$ cat config.mk
export PLATFORM = sky130hd
export DESIGN_NAME = bfds_outq
export DESIGN_NICKNAME = d
export VERILOG_FILES = /design/src/rtl/bfds_pkg.sv /design/src/rtl/bfds_outq.sv
export SDC_FILE = /design/constraint.sdc
export NUM_CORES = 1
export LEC_CHECK = 0
export ABC_CLOCK_PERIOD_IN_PS = 7200
export BUFFER_PORTS_ARGS = -buffer_cell sky130_fd_sc_hd__buf_2
export CAP_MARGIN = 20
export CORE_MARGIN = 10
export CORE_UTILIZATION = 30
export CTS_CLUSTER_DIAMETER = 100
export DETAILED_ROUTE_END_ITERATION = 12
export PLACE_DENSITY = 0.61
export SETUP_SLACK_MARGIN = 0.02
export SYNTH_ARGS = -nofsm -noshare
export SYNTH_HDL_FRONTEND = slang
export SYNTH_SLANG_ARGS = --single-unit
$ cat constraint.sdc
create_clock -name clk -period 7.2 [get_ports clk]
set_input_delay 1.08 -clock clk [delete_from_list [all_inputs] [get_ports clk]]
set_output_delay 1.08 -clock clk [all_outputs]
set_load 0.05 [all_outputs]
$ cat src/rtl/bfds_pkg.sv
// Shared constants and types for the descending word sorter.
`default_nettype none
package bfds_pkg;

	localparam int CAPACITY = 256;
	localparam int WORD_W   = 64;
	localparam int CNT_W    = $clog2(CAPACITY + 1);
	localparam int ADDR_W   = $clog2(CAPACITY);

	localparam logic [CNT_W-1:0] CAP_CNT = CNT_W'(CAPACITY);

	localparam logic [1:0] FUNC_START = 2'd0;
	localparam logic [1:0] FUNC_ADD   = 2'd1;
	localparam logic [1:0] FUNC_PULL  = 2'd2;

	typedef struct packed {
		logic [WORD_W-1:0] word;
		logic              exhausted;
		logic              dropped;
	} bfds_res_t;

	typedef struct packed {
		logic              we;
		logic [ADDR_W-1:0] waddr;
		logic [WORD_W-1:0] wdata;
		logic              re;
		logic [ADDR_W-1:0] raddr;
	} bfds_ram_req_t;

endpackage
`default_nettype wire

$ cat src/rtl/bfds_outq.sv
// Output register with one spare slot so input can be taken during a stall.
`default_nettype none
module bfds_outq (
	input  wire logic                clk,
	input  wire logic                arst_n,
	input  wire logic                res_valid,
	input  wire bfds_pkg::bfds_res_t res,
	output logic                     room,
	output logic                     out_valid,
	input  wire logic                out_ready,
	output logic [63:0]              word_out,
	output logic                     exhausted,
	output logic                     dropped
);
	import bfds_pkg::*;

	logic      out_valid_q;
	bfds_res_t out_q;
	logic      pend_q;
	bfds_res_t pend_data_q;
	logic      take;

	assign take      = !out_valid_q || out_ready;
	assign room      = !pend_q;
	assign out_valid = out_valid_q;
	assign word_out  = out_q.word;
	assign exhausted = out_q.exhausted;
	assign dropped   = out_q.dropped;

	always_ff @(posedge clk or negedge arst_n) begin
		if (!arst_n) begin
			out_valid_q <= 1'b0;
			pend_q      <= 1'b0;
		end else if (take) begin
			out_valid_q <= pend_q || res_valid;
			pend_q      <= 1'b0;
		end else if (res_valid) begin
			pend_q <= 1'b1;
		end
	end

	// a new result only arrives while the spare slot is empty
	always_ff @(posedge clk) begin
		if (take) begin
			if (pend_q) begin
				out_q <= pend_data_q;
			end else if (res_valid) begin
				out_q <= res;
			end
		end else if (res_valid) begin
			pend_data_q <= res;
		end
	end

endmodule
`default_nettype wire

==> results.sh <==
export IMPL_power_density_mw_per_mm2=320
export IMPL_finalNetCount=436
export IMPL_mostFrequentLayoutCells="137 x buf_2, 132 x edfxtp_1, 48 x mux2_2, 18 x mux2_4, 17 x clkbuf_16"
export IMPL_crit_path_start_kind="flop"
export IMPL_reg2reg_slack_ns=5.03
export IMPL_ir_worst_vdd_mv=0.139
export IMPL_yosysWarnings=0
export IMPL_cts_sinks=134
export IMPL_clk_pin_slew_ns=0.05
export IMPL_required_ns=6.12
export IMPL_setup_violations=0
export IMPL_num_vias=2471
export IMPL_holdWs_ns=0.444
export IMPL_cp_end_kind="output port"
export IMPL_ys_ff_latch=134
export IMPL_syn_inst=216
export IMPL_track_usage=0.0929
export IMPL_grt_max_degree=67
export IMPL_firstDrtPassIters=4
export IMPL_arrival_ns=1.44
export IMPL_hold_buffers=0
export IMPL_fin_tns_setup_ns=0
export IMPL_fin_ws_ns=4.68
export IMPL_ioPinCount=138
export IMPL_fp_dieH_um=148
export IMPL_cts_htree_levels=4
export IMPL_critPathKind="flop to output port"
export IMPL_core_area_sq_mm=0.0160
export IMPL_rr_worst_depth=3
export IMPL_pre_cts_ws_ns=4.62
export IMPL_final_hold_violation_count=0
export IMPL_period_share=0.350
export IMPL_hold_path_class="input pin to asynchronous set/reset pin"
export IMPL_clock_fmax_mhz=397
export IMPL_tightest_slew_ns=0.911
export IMPL_synthDistinctLibCells=12
export IMPL_antenna_found_initial=0
export IMPL_rsz0062_at_grt="no"
export IMPL_cts_resized_gates=0
export IMPL_area_growth_synth_to_final_pct=30.8
export IMPL_clkLatencyLatePin_ns=0.41
export IMPL_dieArea_sq_mm=0.0219
export IMPL_hpwl_mm=6.81
export IMPL_r2r_start="pend_q"
export IMPL_synth_seq_area_share=0.815
export IMPL_grt_pass1_vias=2850
export IMPL_wirelength_mm=9.92
export IMPL_cp_startpoint="pend_q"
export IMPL_grt_ovfl_total=0
export IMPL_synth_avg_cell_area_sq_um=22.8
export IMPL_portBuffers=137
export IMPL_clockRootBuffer="clkbuf_16"
export IMPL_grt_pass1_wl_mm=15.8
export IMPL_maxCapViolCount=0
export IMPL_p_leak_nw=2.44
export IMPL_power_mw=2.06
export IMPL_diodes=0
export IMPL_relSlewSlack=0.393
export IMPL_drive_gt1_frac=0.612
export IMPL_remaining_drc_errors=0
export IMPL_cts_tree="yes"
export IMPL_cts_buffer_depth=2
export IMPL_die_x_um=148
export IMPL_cts_setup_buffers=0
export IMPL_rows=46
export IMPL_first_iter_violations=125
export IMPL_wl_per_cell_um=16.7
export IMPL_initial_core_util=0.308
export IMPL_ant_nets=0
export IMPL_mostFrequentLayoutCell="buf_2"
export IMPL_status="completed"
export IMPL_via_per_inst=4.15
export IMPL_period_needed_ns=2.52
export IMPL_syn_nets=286
export IMPL_place_gp_congestion=0.695
export IMPL_crit_path_max_fanout=33
export IMPL_slew_viol_final=0
export IMPL_cts_buffers=17
export IMPL_fin_worst_skew_ns=0.00419
export IMPL_syn_cell_area_sq_mm=0.00493
==> synthesized netlist by cell type <==
cell type  instances  area [sq um]
a21oi_1            1          5.00
and3_1             1          6.26
buf_2              4          20.0
buf_6              4          45.0
dfrtp_1            2          50.1
edfxtp_1         132          3960
inv_1              2          7.51
mux2_2            48           541
mux2_4            18           270
nand2_1            1          3.75
nand2b_1           1          6.26
nor2_1             2          7.51
==> stage by stage <==
step / utilization / cells / area (sq um)
finish: 0.403 / 595 / 6440
detailed placement: 0.366 / 563 / 5850
global route: 0.403 / 595 / 6440
CTS: 0.403 / 595 / 6440
global placement: 0.366 / 563 / 5850
floorplan: - / 216 / 4930
==> flip-flops by register name, indices dropped and copies added, names as in the netlist <==
signal,cells
pend_q,1
exhausted,1
word_out,64
pend_data_q,66
out_valid,1
dropped,1
==> area by class of cell <==
| cell class | count | area, sq um |
|---|---|---|
| sequential | 134 | 4020 |
| inverter | 2 | 7.51 |
| fill | 1494 | 9560 |
| timing repair buffer | 139 | 701 |
| clock buffer | 18 | 429 |
| multi-input combinational | 72 | 856 |
| tap | 216 | 270 |
| clock inverter | 14 | 164 |
==> layer usage <==
metal	global-route usage	up-vias	wire length (um)
li1	-	1159	-
met4	0.0461	0	165
met1	0.103	1201	4180
met5	0	-	0
met2	0.145	97	4750
met3	0.0470	14	828
==> power breakdown <==
part / internal (mW) / leakage [nW] / total, mW / switching, mW
Sequential: 0.923 / 1.27 / 0.941 / 0.0176
Combinational: 0.0735 / 0.884 / 0.249 / 0.176
Clock: 0.569 / 0.286 / 0.872 / 0.304
==> cell families after synthesis <==
family,share of synthesized area
simple gates,0.00483
compound gates,0.00102
flops,0.815
buf+inv,0.0147
mux,0.165
==> critical path, cell delays in order (launching register included) <==
cell and delay (ns):
dfrtp_4 0.66, inv_1 0.10, buf_2 0.26
==> path summary, 6_finish.rpt <==
kind / endpoint
min in group clk: word_out[36]
max reg2reg: word_out[7]
min: pend_q
max in group asynchronous: pend_q
max: room
min reg2reg: word_out[36]
Note: power is estimated with default switching activity, not from simulation.
