<file path="config.mk">
export PLATFORM = sky130hd
export DESIGN_NAME = bfds_ctrl
export DESIGN_NICKNAME = d
export VERILOG_FILES = /design/src/rtl/bfds_pkg.sv /design/src/rtl/bfds_ctrl.sv
export SDC_FILE = /design/constraint.sdc
export NUM_CORES = 1
export LEC_CHECK = 0
export ABC_AREA = 1
export BUFFER_PORTS_ARGS = -buffer_cell sky130_fd_sc_hd__buf_2
export CORE_MARGIN = 2
export CORE_UTILIZATION = 35
export CTS_CLUSTER_DIAMETER = 200
export DETAILED_ROUTE_END_ITERATION = 6
export PLACE_DENSITY = 0.69
export RECOVER_POWER = 25
export REMOVE_ABC_BUFFERS = 1
export SYNTH_ARGS = -nofsm -noshare
export SYNTH_HDL_FRONTEND = slang
export SYNTH_SLANG_ARGS = --single-unit
export TNS_END_PERCENT = 50
</file>
<file path="constraint.sdc">
create_clock -name clk -period 2.8 [get_ports clk]
set_input_delay 0.28 -clock clk [delete_from_list [all_inputs] [get_ports clk]]
set_output_delay 0.28 -clock clk [all_outputs]
set_load 0.005 [all_outputs]
</file>
<file path="src/rtl/bfds_pkg.sv">
// Shared constants and types for the descending word sorter.
`default_nettype none
package bfds_pkg;

	localparam int CAPACITY = 256;
	localparam int WORD_W   = 64;
	localparam int CNT_W    = $clog2(CAPACITY + 1);
	localparam int ADDR_W   = $clog2(CAPACITY);

	localparam logic [CNT_W-1:0] CAP_CNT = CNT_W'(CAPACITY);

	localparam logic [1:0] FUNC_START = 2'd0;
	localparam logic [1:0] FUNC_ADD   = 2'd1;
	localparam logic [1:0] FUNC_PULL  = 2'd2;

	typedef struct packed {
		logic [WORD_W-1:0] word;
		logic              exhausted;
		logic              dropped;
	} bfds_res_t;

	typedef struct packed {
		logic              we;
		logic [ADDR_W-1:0] waddr;
		logic [WORD_W-1:0] wdata;
		logic              re;
		logic [ADDR_W-1:0] raddr;
	} bfds_ram_req_t;

endpackage
`default_nettype wire

</file>
<file path="src/rtl/bfds_ctrl.sv">
// Item sequencer: list state and the read-compare-shift insertion walk.
`default_nettype none
module bfds_ctrl (
	input  wire logic                    clk,
	input  wire logic                    arst_n,
	input  wire logic                    in_valid,
	output logic                         in_ready,
	input  wire logic [1:0]              func,
	input  wire logic [63:0]             value,
	input  wire logic                    room,
	output logic                         res_valid,
	output bfds_pkg::bfds_res_t          res,
	output bfds_pkg::bfds_ram_req_t      ram_req,
	input  wire logic [bfds_pkg::WORD_W-1:0] ram_rdata
);
	import bfds_pkg::*;

	typedef enum logic [3:0] {
		ST_IDLE  = 4'b0001,
		ST_SHIFT = 4'b0010,
		ST_WRITE = 4'b0100,
		ST_PULL  = 4'b1000
	} state_t;

	state_t            state_q;
	logic [ADDR_W-1:0] k_q;
	logic [WORD_W-1:0] w_q;
	logic              force_q;
	logic              lo_q;
	logic [CNT_W-1:0]  count_q;
	logic [CNT_W-1:0]  rp_q;
	logic [WORD_W-1:0] pref_q;
	logic              pinned_q;

	logic              acc;
	logic              pin_hit;
	logic              full;
	logic              lo_new;
	logic [ADDR_W-1:0] cnt_a;
	logic              has_word;
	logic [ADDR_W-1:0] k_dec;
	logic              shift;
	logic              more;

	assign in_ready = (state_q == ST_IDLE) && room;
	assign acc      = in_valid && in_ready;
	assign pin_hit  = (pref_q != '0) && !pinned_q && (value == pref_q);
	assign full     = count_q >= CAP_CNT;
	assign lo_new   = pin_hit ? 1'b0 : pinned_q;
	assign cnt_a    = count_q[ADDR_W-1:0];
	assign has_word = rp_q < count_q;
	assign k_dec    = k_q - ADDR_W'(1);
	// a pinned word pushes every entry up; otherwise stop at the first entry >= word
	assign shift    = force_q || (w_q > ram_rdata);
	assign more     = k_dec > ADDR_W'(lo_q);

	always_comb begin
		ram_req   = '0;
		res_valid = 1'b0;
		res       = '0;
		case (state_q)
			ST_IDLE: begin
				if (acc) begin
					case (func)
						FUNC_START: begin
							res_valid = 1'b1;
						end
						FUNC_ADD: begin
							if (full) begin
								res_valid   = 1'b1;
								res.dropped = 1'b1;
							end else if (cnt_a != ADDR_W'(lo_new)) begin
								ram_req.re    = 1'b1;
								ram_req.raddr = cnt_a - ADDR_W'(1);
							end
						end
						FUNC_PULL: begin
							if (!has_word) begin
								res_valid     = 1'b1;
								res.exhausted = 1'b1;
							end else begin
								ram_req.re    = 1'b1;
								ram_req.raddr = rp_q[ADDR_W-1:0];
							end
						end
						default: begin
							res_valid = 1'b1;
						end
					endcase
				end
			end
			ST_SHIFT: begin
				ram_req.we    = 1'b1;
				ram_req.waddr = k_q;
				if (shift) begin
					ram_req.wdata = ram_rdata;
					if (more) begin
						ram_req.re    = 1'b1;
						ram_req.raddr = k_dec - ADDR_W'(1);
					end
				end else begin
					ram_req.wdata = w_q;
					res_valid     = 1'b1;
				end
			end
			ST_WRITE: begin
				ram_req.we    = 1'b1;
				ram_req.waddr = k_q;
				ram_req.wdata = w_q;
				res_valid     = 1'b1;
			end
			ST_PULL: begin
				res_valid = 1'b1;
				res.word  = ram_rdata;
			end
			default: begin
				res_valid = 1'b0;
			end
		endcase
	end

	always_ff @(posedge clk or negedge arst_n) begin
		if (!arst_n) begin
			state_q  <= ST_IDLE;
			count_q  <= '0;
			rp_q     <= '0;
			pref_q   <= '0;
			pinned_q <= 1'b0;
		end else begin
			case (state_q)
				ST_IDLE: begin
					if (acc) begin
						case (func)
							FUNC_START: begin
								count_q  <= '0;
								rp_q     <= '0;
								pinned_q <= 1'b0;
								pref_q   <= value;
							end
							FUNC_ADD: begin
								if (!full) begin
									count_q <= count_q + CNT_W'(1);
									if (pin_hit) begin
										pinned_q <= 1'b1;
									end
									state_q <= (cnt_a == ADDR_W'(lo_new)) ? ST_WRITE : ST_SHIFT;
								end
							end
							FUNC_PULL: begin
								if (has_word) begin
									rp_q    <= rp_q + CNT_W'(1);
									state_q <= ST_PULL;
								end
							end
							default: begin
								state_q <= ST_IDLE;
							end
						endcase
					end
				end
				ST_SHIFT: begin
					if (!shift) begin
						state_q <= ST_IDLE;
					end else if (!more) begin
						state_q <= ST_WRITE;
					end
				end
				ST_WRITE: begin
					state_q <= ST_IDLE;
				end
				ST_PULL: begin
					state_q <= ST_IDLE;
				end
				default: begin
					state_q <= ST_IDLE;
				end
			endcase
		end
	end

	// walk registers, no reset needed
	always_ff @(posedge clk) begin
		if (state_q == ST_IDLE) begin
			if (acc && func == FUNC_ADD && !full) begin
				w_q     <= value;
				force_q <= pin_hit;
				lo_q    <= lo_new;
				k_q     <= cnt_a;
			end
		end else if (state_q == ST_SHIFT && shift) begin
			k_q <= k_dec;
		end
	end

endmodule
`default_nettype wire

</file>
==> reports/qor.csv, run 1 <==
metric;value;unit
Fmax;314.3;MHz
Max VDD drop;0.0003950;V
synthesis-to-layout area growth;28.60;%
final worst setup slack;-381.4;ps
combinational power share;32.7;%
initial antenna violation count;0;
ys async rst share;54.04;%
worst reg2reg startpoint;w_q[52];
Reg power frac;41.9;%
num ports;284;
RSZ-0062 raised after global routing;true;
CTS max path bufs;2;
Post-synth EDFFs;74;
Setup-failing EPs final;74;
CP startpoint;w_q[52];
HP Class;in -> reg;
post-route antenna net violation count;0;
H-tree levels;4;
die area;0.03102;mm^2
Lkg Pwr;0.006634;uW
Internal Dissipation;5627;uW
sequential area share after synthesis;42.43;%
most frequent cells in the layout;236 x nand2_1, 219 x buf_2, 182 x inv_1;
Synth cell types;43;
type of element launching the critical path;register;
Clk pin slew, worst setup/hold paths;70;ps
RD Place Congestion;0.9097;
CTS tree;built;
synthesized flop and latch total;161;
Power Density;681.9;mW/mm^2
DPL Wire Length;24510;um
Std-Cell Rows;63;
Slew @ Worst Pin;1198;ps
failing checks;negative setup slack;
max-slew violation count;0;
DP Worst Slack;-324.1;ps
nets@finish;1803;
Switching Share;38.11;%
CP endpoint kind;output port;
status;complete, but fails checks;
Most used DFF post-synth;dfrtp_1;
Final Hold Fails;0;
Clock Latency Late Sink;420;ps
initial drt markers;722;
Post-Syn Instances;1275;
Setup Crit Path Kind;reg -> out;
gr usage total;20.19;%
Root Buffer;clkbuf_16;
CP arrival;2900;ps
share of cells above drive strength 1;23.48;%
CP max FO;6;
global-route wire length before repair;48590;um
Net Switching;3465;uW
Worst EP required;2520;ps
drt drc;0;
wire per inst;16.41;um
fin cells;1987;
Via Count;9891;
GRT Residual Overflow;0;
drt via density;4.978;
Clock Sink Count;161;
hold_sp;value[34];
Initial Util;35.27;%
Clock power frac;25.4;%
DP Cell Count;1942;
crit share post-route;113.6;%
largest net degree at the start of global routing;103;
Die Height;176.1;um
Synth warnings;0;
Syn Std Cell Area;0.01037;mm^2
syn_area_per_cell;8.133;um^2
TritonRoute pass-1 iters;5;
final WL;32600;um
post-route minimum period;3181;ps
Core Area;0.02940;mm^2
number of global-route vias before repair;9306;
Die X;176.1;um
clock skew;13.01;ps
Num CTS Buffers;17;
max_cap viols;0;
Filler cells;2909;
Port Buffers;283;
most common cell after layout, fill and taps aside;nand2_1;
Slew headroom;20.12;%
ant diodes;0;
## power groups by stage
stage,clock (uW),combinational [uW],sequential (uW)
finish,2310,2970,3810
global route,2460,3330,3900
CTS,2360,2940,3790
detailed placement,0,2870,3830
global placement,0,2820,3800
floorplan,0,1950,3640
## path summary, 6_finish.rpt
path                                     to  slack [ps]  depth (start not counted)
max in group asynchronous         pref_q[0]        1320                          3
worst max register to register       k_q[4]         150                         13
min in group asynchronous           rp_q[8]         610                          2
worst min-delay path                w_q[34]          40                          1
worst min register to register   pref_q[47]         540                          2
worst max-delay path            ram_req[68]        -380                         15
## layer usage
layer / track usage [%] / vias up / routed length (um)
met4: 4.132 / 0 / 540
met5: 0 / - / 0
li1: - / 4844 / -
met1: 25.23 / 4681 / 13930
met3: 4.264 / 34 / 2113
met2: 35.93 / 332 / 16030
## Yosys cell counts (all sizes together) (24+ instances only)
| cell type | instances | area, um^2 |
|---|---|---|
| nand2 | 258 | 990.9 |
| inv | 186 | 698.2 |
| nor2 | 152 | 588.1 |
| o21ai | 140 | 711.9 |
| dfrtp | 86 | 2152 |
| ha | 84 | 1051 |
| edfxtp | 74 | 2222 |
| a21oi | 57 | 285.3 |
| xor2 | 30 | 262.8 |
| nand3 | 29 | 150.1 |
| mux2 | 24 | 270.3 |
## sequential cells by signal (all words and copies together) (netlist names)
signal and cells:
pref_q 64, w_q 64, count_q 9, rp_q 9, k_q 8, state_q 4, force_q 1, lo_q 1
pinned_q 1
## logic make-up after synthesis
family,count (synthesis),share of synthesized area (%)
adder cells (fa/ha/maj),84,10.14
XOR/XNOR,45,3.801
multiplexers,24,2.606
AO/OA/AOI/OAI,237,12.38
flip-flops,161,42.43
AND/OR/NAND/NOR,500,20.29
buffers and inverters,224,8.349
## metrics by stage
step / power (uW) / utilization [%] / setup TNS (ps) / hold WS, ps / instance area [um^2]
after CTS: 9083 / 45.18 / -26120 / 25.71 / 13280
after global routing: 9684 / 45.36 / -35620 / 19.58 / 13340
final: 9093 / 45.36 / -22640 / 43.02 / 13340
after floorplan: 5586 / - / -8887 / -15.59 / 10210
after global placement: 6612 / 42.30 / -14880 / 327.2 / 12440
after detailed placement: 6696 / 42.30 / -21600 / 326.3 / 12440
## final cells by class
type                       instances  area, um^2  area share [%]
clock buffer                      17       425.4           3.190
clock inverter                    14       142.6           1.070
inverter                         188       710.7           5.329
multi-input combinational        890        5290           39.67
sequential                       161        4400           33.00
tap                              390       488.0           3.659
timing repair buffer             327        1878           14.08
## worst max-delay path, cell delays in order (launching register included)
cell and delay, ps:
edfxtp_1 410, ha_1 310, nand2_2 70, nor4_2 270, buf_4 160, nand2_4 60, nor2_4 120, nand4_1 130
nand2_2 150, nand3_4 120, nand2_8 130, buf_8 140, buf_6 150, nand2_1 50, o21ai_1 70, buf_2 130
## timing repair
item | 4_1_cts | 5_1_grt
hold endpoints to repair | 40 | 0
cloned | 3 | 4
hold buffers | 1 | 0
pin swaps | 5 | 10
setup buffers | 7 | 1
resized for setup | 38 | 42
setup endpoints to repair | 86 | 82
Note: power is estimated with default switching activity, not from simulation.
==> run 2: changes to the inputs <==
--- a/config.mk
+++ b/config.mk
@@ -8,12 +8,13 @@
 export ABC_AREA = 1
 export BUFFER_PORTS_ARGS = -buffer_cell sky130_fd_sc_hd__buf_2
 export CORE_MARGIN = 2
-export CORE_UTILIZATION = 35
+export CORE_UTILIZATION = 40
 export CTS_CLUSTER_DIAMETER = 200
 export DETAILED_ROUTE_END_ITERATION = 6
-export PLACE_DENSITY = 0.69
+export PLACE_DENSITY = 0.76
 export RECOVER_POWER = 25
 export REMOVE_ABC_BUFFERS = 1
+export SETUP_SLACK_MARGIN = 0.2
 export SYNTH_ARGS = -nofsm -noshare
 export SYNTH_HDL_FRONTEND = slang
 export SYNTH_SLANG_ARGS = --single-unit
==> reports/qor.csv, run 2 (synthesis gave the netlist of run 1 again) <==
metric;value;unit;change
die area;0.02723;mm^2;was 0.03102 mm^2
wire per inst;16.83;um;was 16.41 um
Clk pin slew, worst setup/hold paths;70;ps;about the same
Clock Latency Late Sink;430;ps;was 420 ps
worst reg2reg startpoint;w_q[53];;was w_q[52]
internal reg-to-reg setup slack;140;ps;was 150 ps
Die Height;165.0;um;was 176.1 um
most used cell, CP;nand2_4;;was nand2_2
TritonRoute pass-1 iters;7;;was 5
top cell family by delay on the critical path;simple AND/OR/NAND/NOR gates;;unchanged
Num CTS Buffers;17;;unchanged
CP max stage cell;edfxtp_1;;unchanged
drt drc;0;;unchanged
num ports;284;;unchanged
crit share post-route;112.6;%;was 113.6%
Lkg Pwr;0.006689;uW;was 0.006634 uW
DPL Wire Length;23750;um;was 24510 um
drt via density;5.175;;was 4.978
Max VDD drop;0.0004917;V;was 0.0003950 V
status;complete, but fails checks;;unchanged
synthesis-to-layout area growth;31.33;%;was 28.60%
CP max FO;6;;unchanged
termination of the worst setup path;ram_req[62];;was ram_req[68]
reg-to-reg critical path endpoint;k_q[1];;was k_q[4]
Filler cells;2347;;was 2909
most frequent cells in the layout;230 x nand2_1, 219 x buf_2, 180 x inv_1;;was 236 x nand2_1, 219 x buf_2, 182 x inv_1
failing checks;max-capacitance violations, max-slew violations, negative setup slack;;was negative setup slack
Fmax;317.2;MHz;was 314.3 MHz
Port Buffers;283;;unchanged
WP buf/inv;4;;unchanged
HP Class;in -> reg;;unchanged
max-slew violation count;88;;was 0
Via Count;10010;;was 9891
final WL;32570;um;was 32600 um
Largest regs;pref_q: 64 flops, w_q: 64 flops;;unchanged
Final Hold Fails;0;;unchanged
post-layout util;53.77;%;was 45.36%
Root Buffer;clkbuf_16;;unchanged
CTS tree;built;;unchanged
Power Density;667.1;mW/mm^2;was 681.9 mW/mm^2
initial drt markers;799;;was 722
Setup-failing EPs final;74;;unchanged
Core Area;0.02533;mm^2;was 0.02940 mm^2
global-route wire length before repair;47110;um;was 48590 um
worst path cell trace;ha_4 > nand2_4 > nor4_4 > buf_4 > nand2_4 > nor2_4 > nand4_1 > nand2_2 > nand3_4 > nand2_8 > buf_12 > clkbuf_16 > nand2_1 > o21ai_0 > buf_2;;was ha_1 > nand2_2 > nor4_2 > buf_4 > nand2_4 > nor2_4 > nand4_1 > nand2_2 > nand3_4 > nand2_8 > buf_8 > buf_6 > nand2_1 > o21ai_1 > buf_2
Slew @ Worst Pin;2230;ps;was 1198 ps
gr usage total;22.63;%;was 20.19%
Levels on crit path;15;;unchanged
number of global-route vias before repair;9127;;was 9306
Clock Sink Count;161;;unchanged
Worst EP required;2520;ps;about the same
type of element launching the critical path;register;;unchanged
post-route antenna net violation count;0;;unchanged
R2R depth;14;;was 13
post-route minimum period;3153;ps;was 3181 ps
H-tree levels;4;;unchanged
Die X;165.0;um;was 176.1 um
Initial Util;40.94;%;was 35.27%
CP startpoint;w_q[53];;was w_q[52]
max_cap viols;1;;was 0
CP endpoint kind;output port;;unchanged
RD Place Congestion;0.9371;;was 0.9097
CP arrival;2870;ps;was 2900 ps
most common cell after layout, fill and taps aside;nand2_1;;unchanged
Setup Crit Path Kind;reg -> out;;unchanged
RSZ-0062 raised after global routing;true;;unchanged
nets@finish;1809;;was 1803
total design power;9085;uW;was 9093 uW
GRT Residual Overflow;0;;unchanged
Std-Cell Rows;58;;was 63
final worst setup slack;-352.5;ps;was -381.4 ps
CTS max path bufs;2;;unchanged
share of cells above drive strength 1;25.87;%;was 23.48%
initial antenna violation count;1;;was 0
Setup TNS Final;-20870;ps;was -22640 ps
largest net degree at the start of global routing;105;;was 103
clock skew;16.66;ps;was 13.01 ps
worst stage delay on the critical path;440;ps;was 410 ps
Slew headroom;-48.67;%;was 20.12%
[run 2: cell types whose count changed in the layout (fill, tap and decap cells not counted), sizes merged]
cell      change
buf           +3
clkinvlp      +3
diode         +1
clkbuf        +5
inv           -4
bufbuf        +1
clkinv        -1
[run 2: power breakdown]
part | total [uW] | internal (uW) | switching [uW]
clock network | 2280 | 1240 | 1030
registers | 3810 | 3150 | 658
logic | 3000 | 1260 | 1740
total | 9090 | 5660 | 3430
[run 2: stage by stage]
step           area, um^2  worst slack [ps]  instances  hold WS (ps)
6_report            13620            -352.5       1935         36.84
5_1_grt             13620            -519.6       1934         29.77
2_1_floorplan       10210            -395.5       1239        -15.59
4_1_cts             13140            -385.4       1919         24.88
3_3_place_gp        12330            -103.3       1879         348.7
3_5_place_dp        12330            -93.09       1879         352.3
[run 2: final cells by class]
class	count	area (um^2)	area share, %
Clock inverter	12	123.9	0.9095
Timing Repair Buffer	333	1962	14.41
Clock buffer	20	436.7	3.206
Tap cell	330	412.9	3.032
Sequential cell	161	4405	32.35
Antenna cell	1	2.502	0.01837
Multi-Input combinational cell	890	5565	40.86
Inverter	188	710.7	5.218
[run 2: layer usage]
| layer | global-route usage, % | wire (um) |
|---|---|---|
| met5 | 0 | 0 |
| met4 | 6.640 | 754 |
| met3 | 4.219 | 2376 |
| met2 | 39.19 | 16020 |
| met1 | 28.75 | 13420 |
[run 2: how the worst min path moves through the flow]
stage                       to  slack (ps)  cells after the start       from
floorplan           count_q[0]         -20                      0     arst_n
global placement       rp_q[4]         350                      2     arst_n
detailed placement     rp_q[5]         350                      2     arst_n
CTS                    w_q[35]          20                      1  value[35]
global route           w_q[35]          30                      1  value[35]
finish                 w_q[35]          40                      1  value[35]
[run 2: what timing repair did]
action | CTS | global route
endpoints found under the hold margin | 86 | 0
pin swaps | 5 | 15
gates cloned | 3 | 5
resized for setup | 31 | 87
setup endpoints to repair | 86 | 86
setup buffers | 4 | 10
hold buffers | 1 | 0
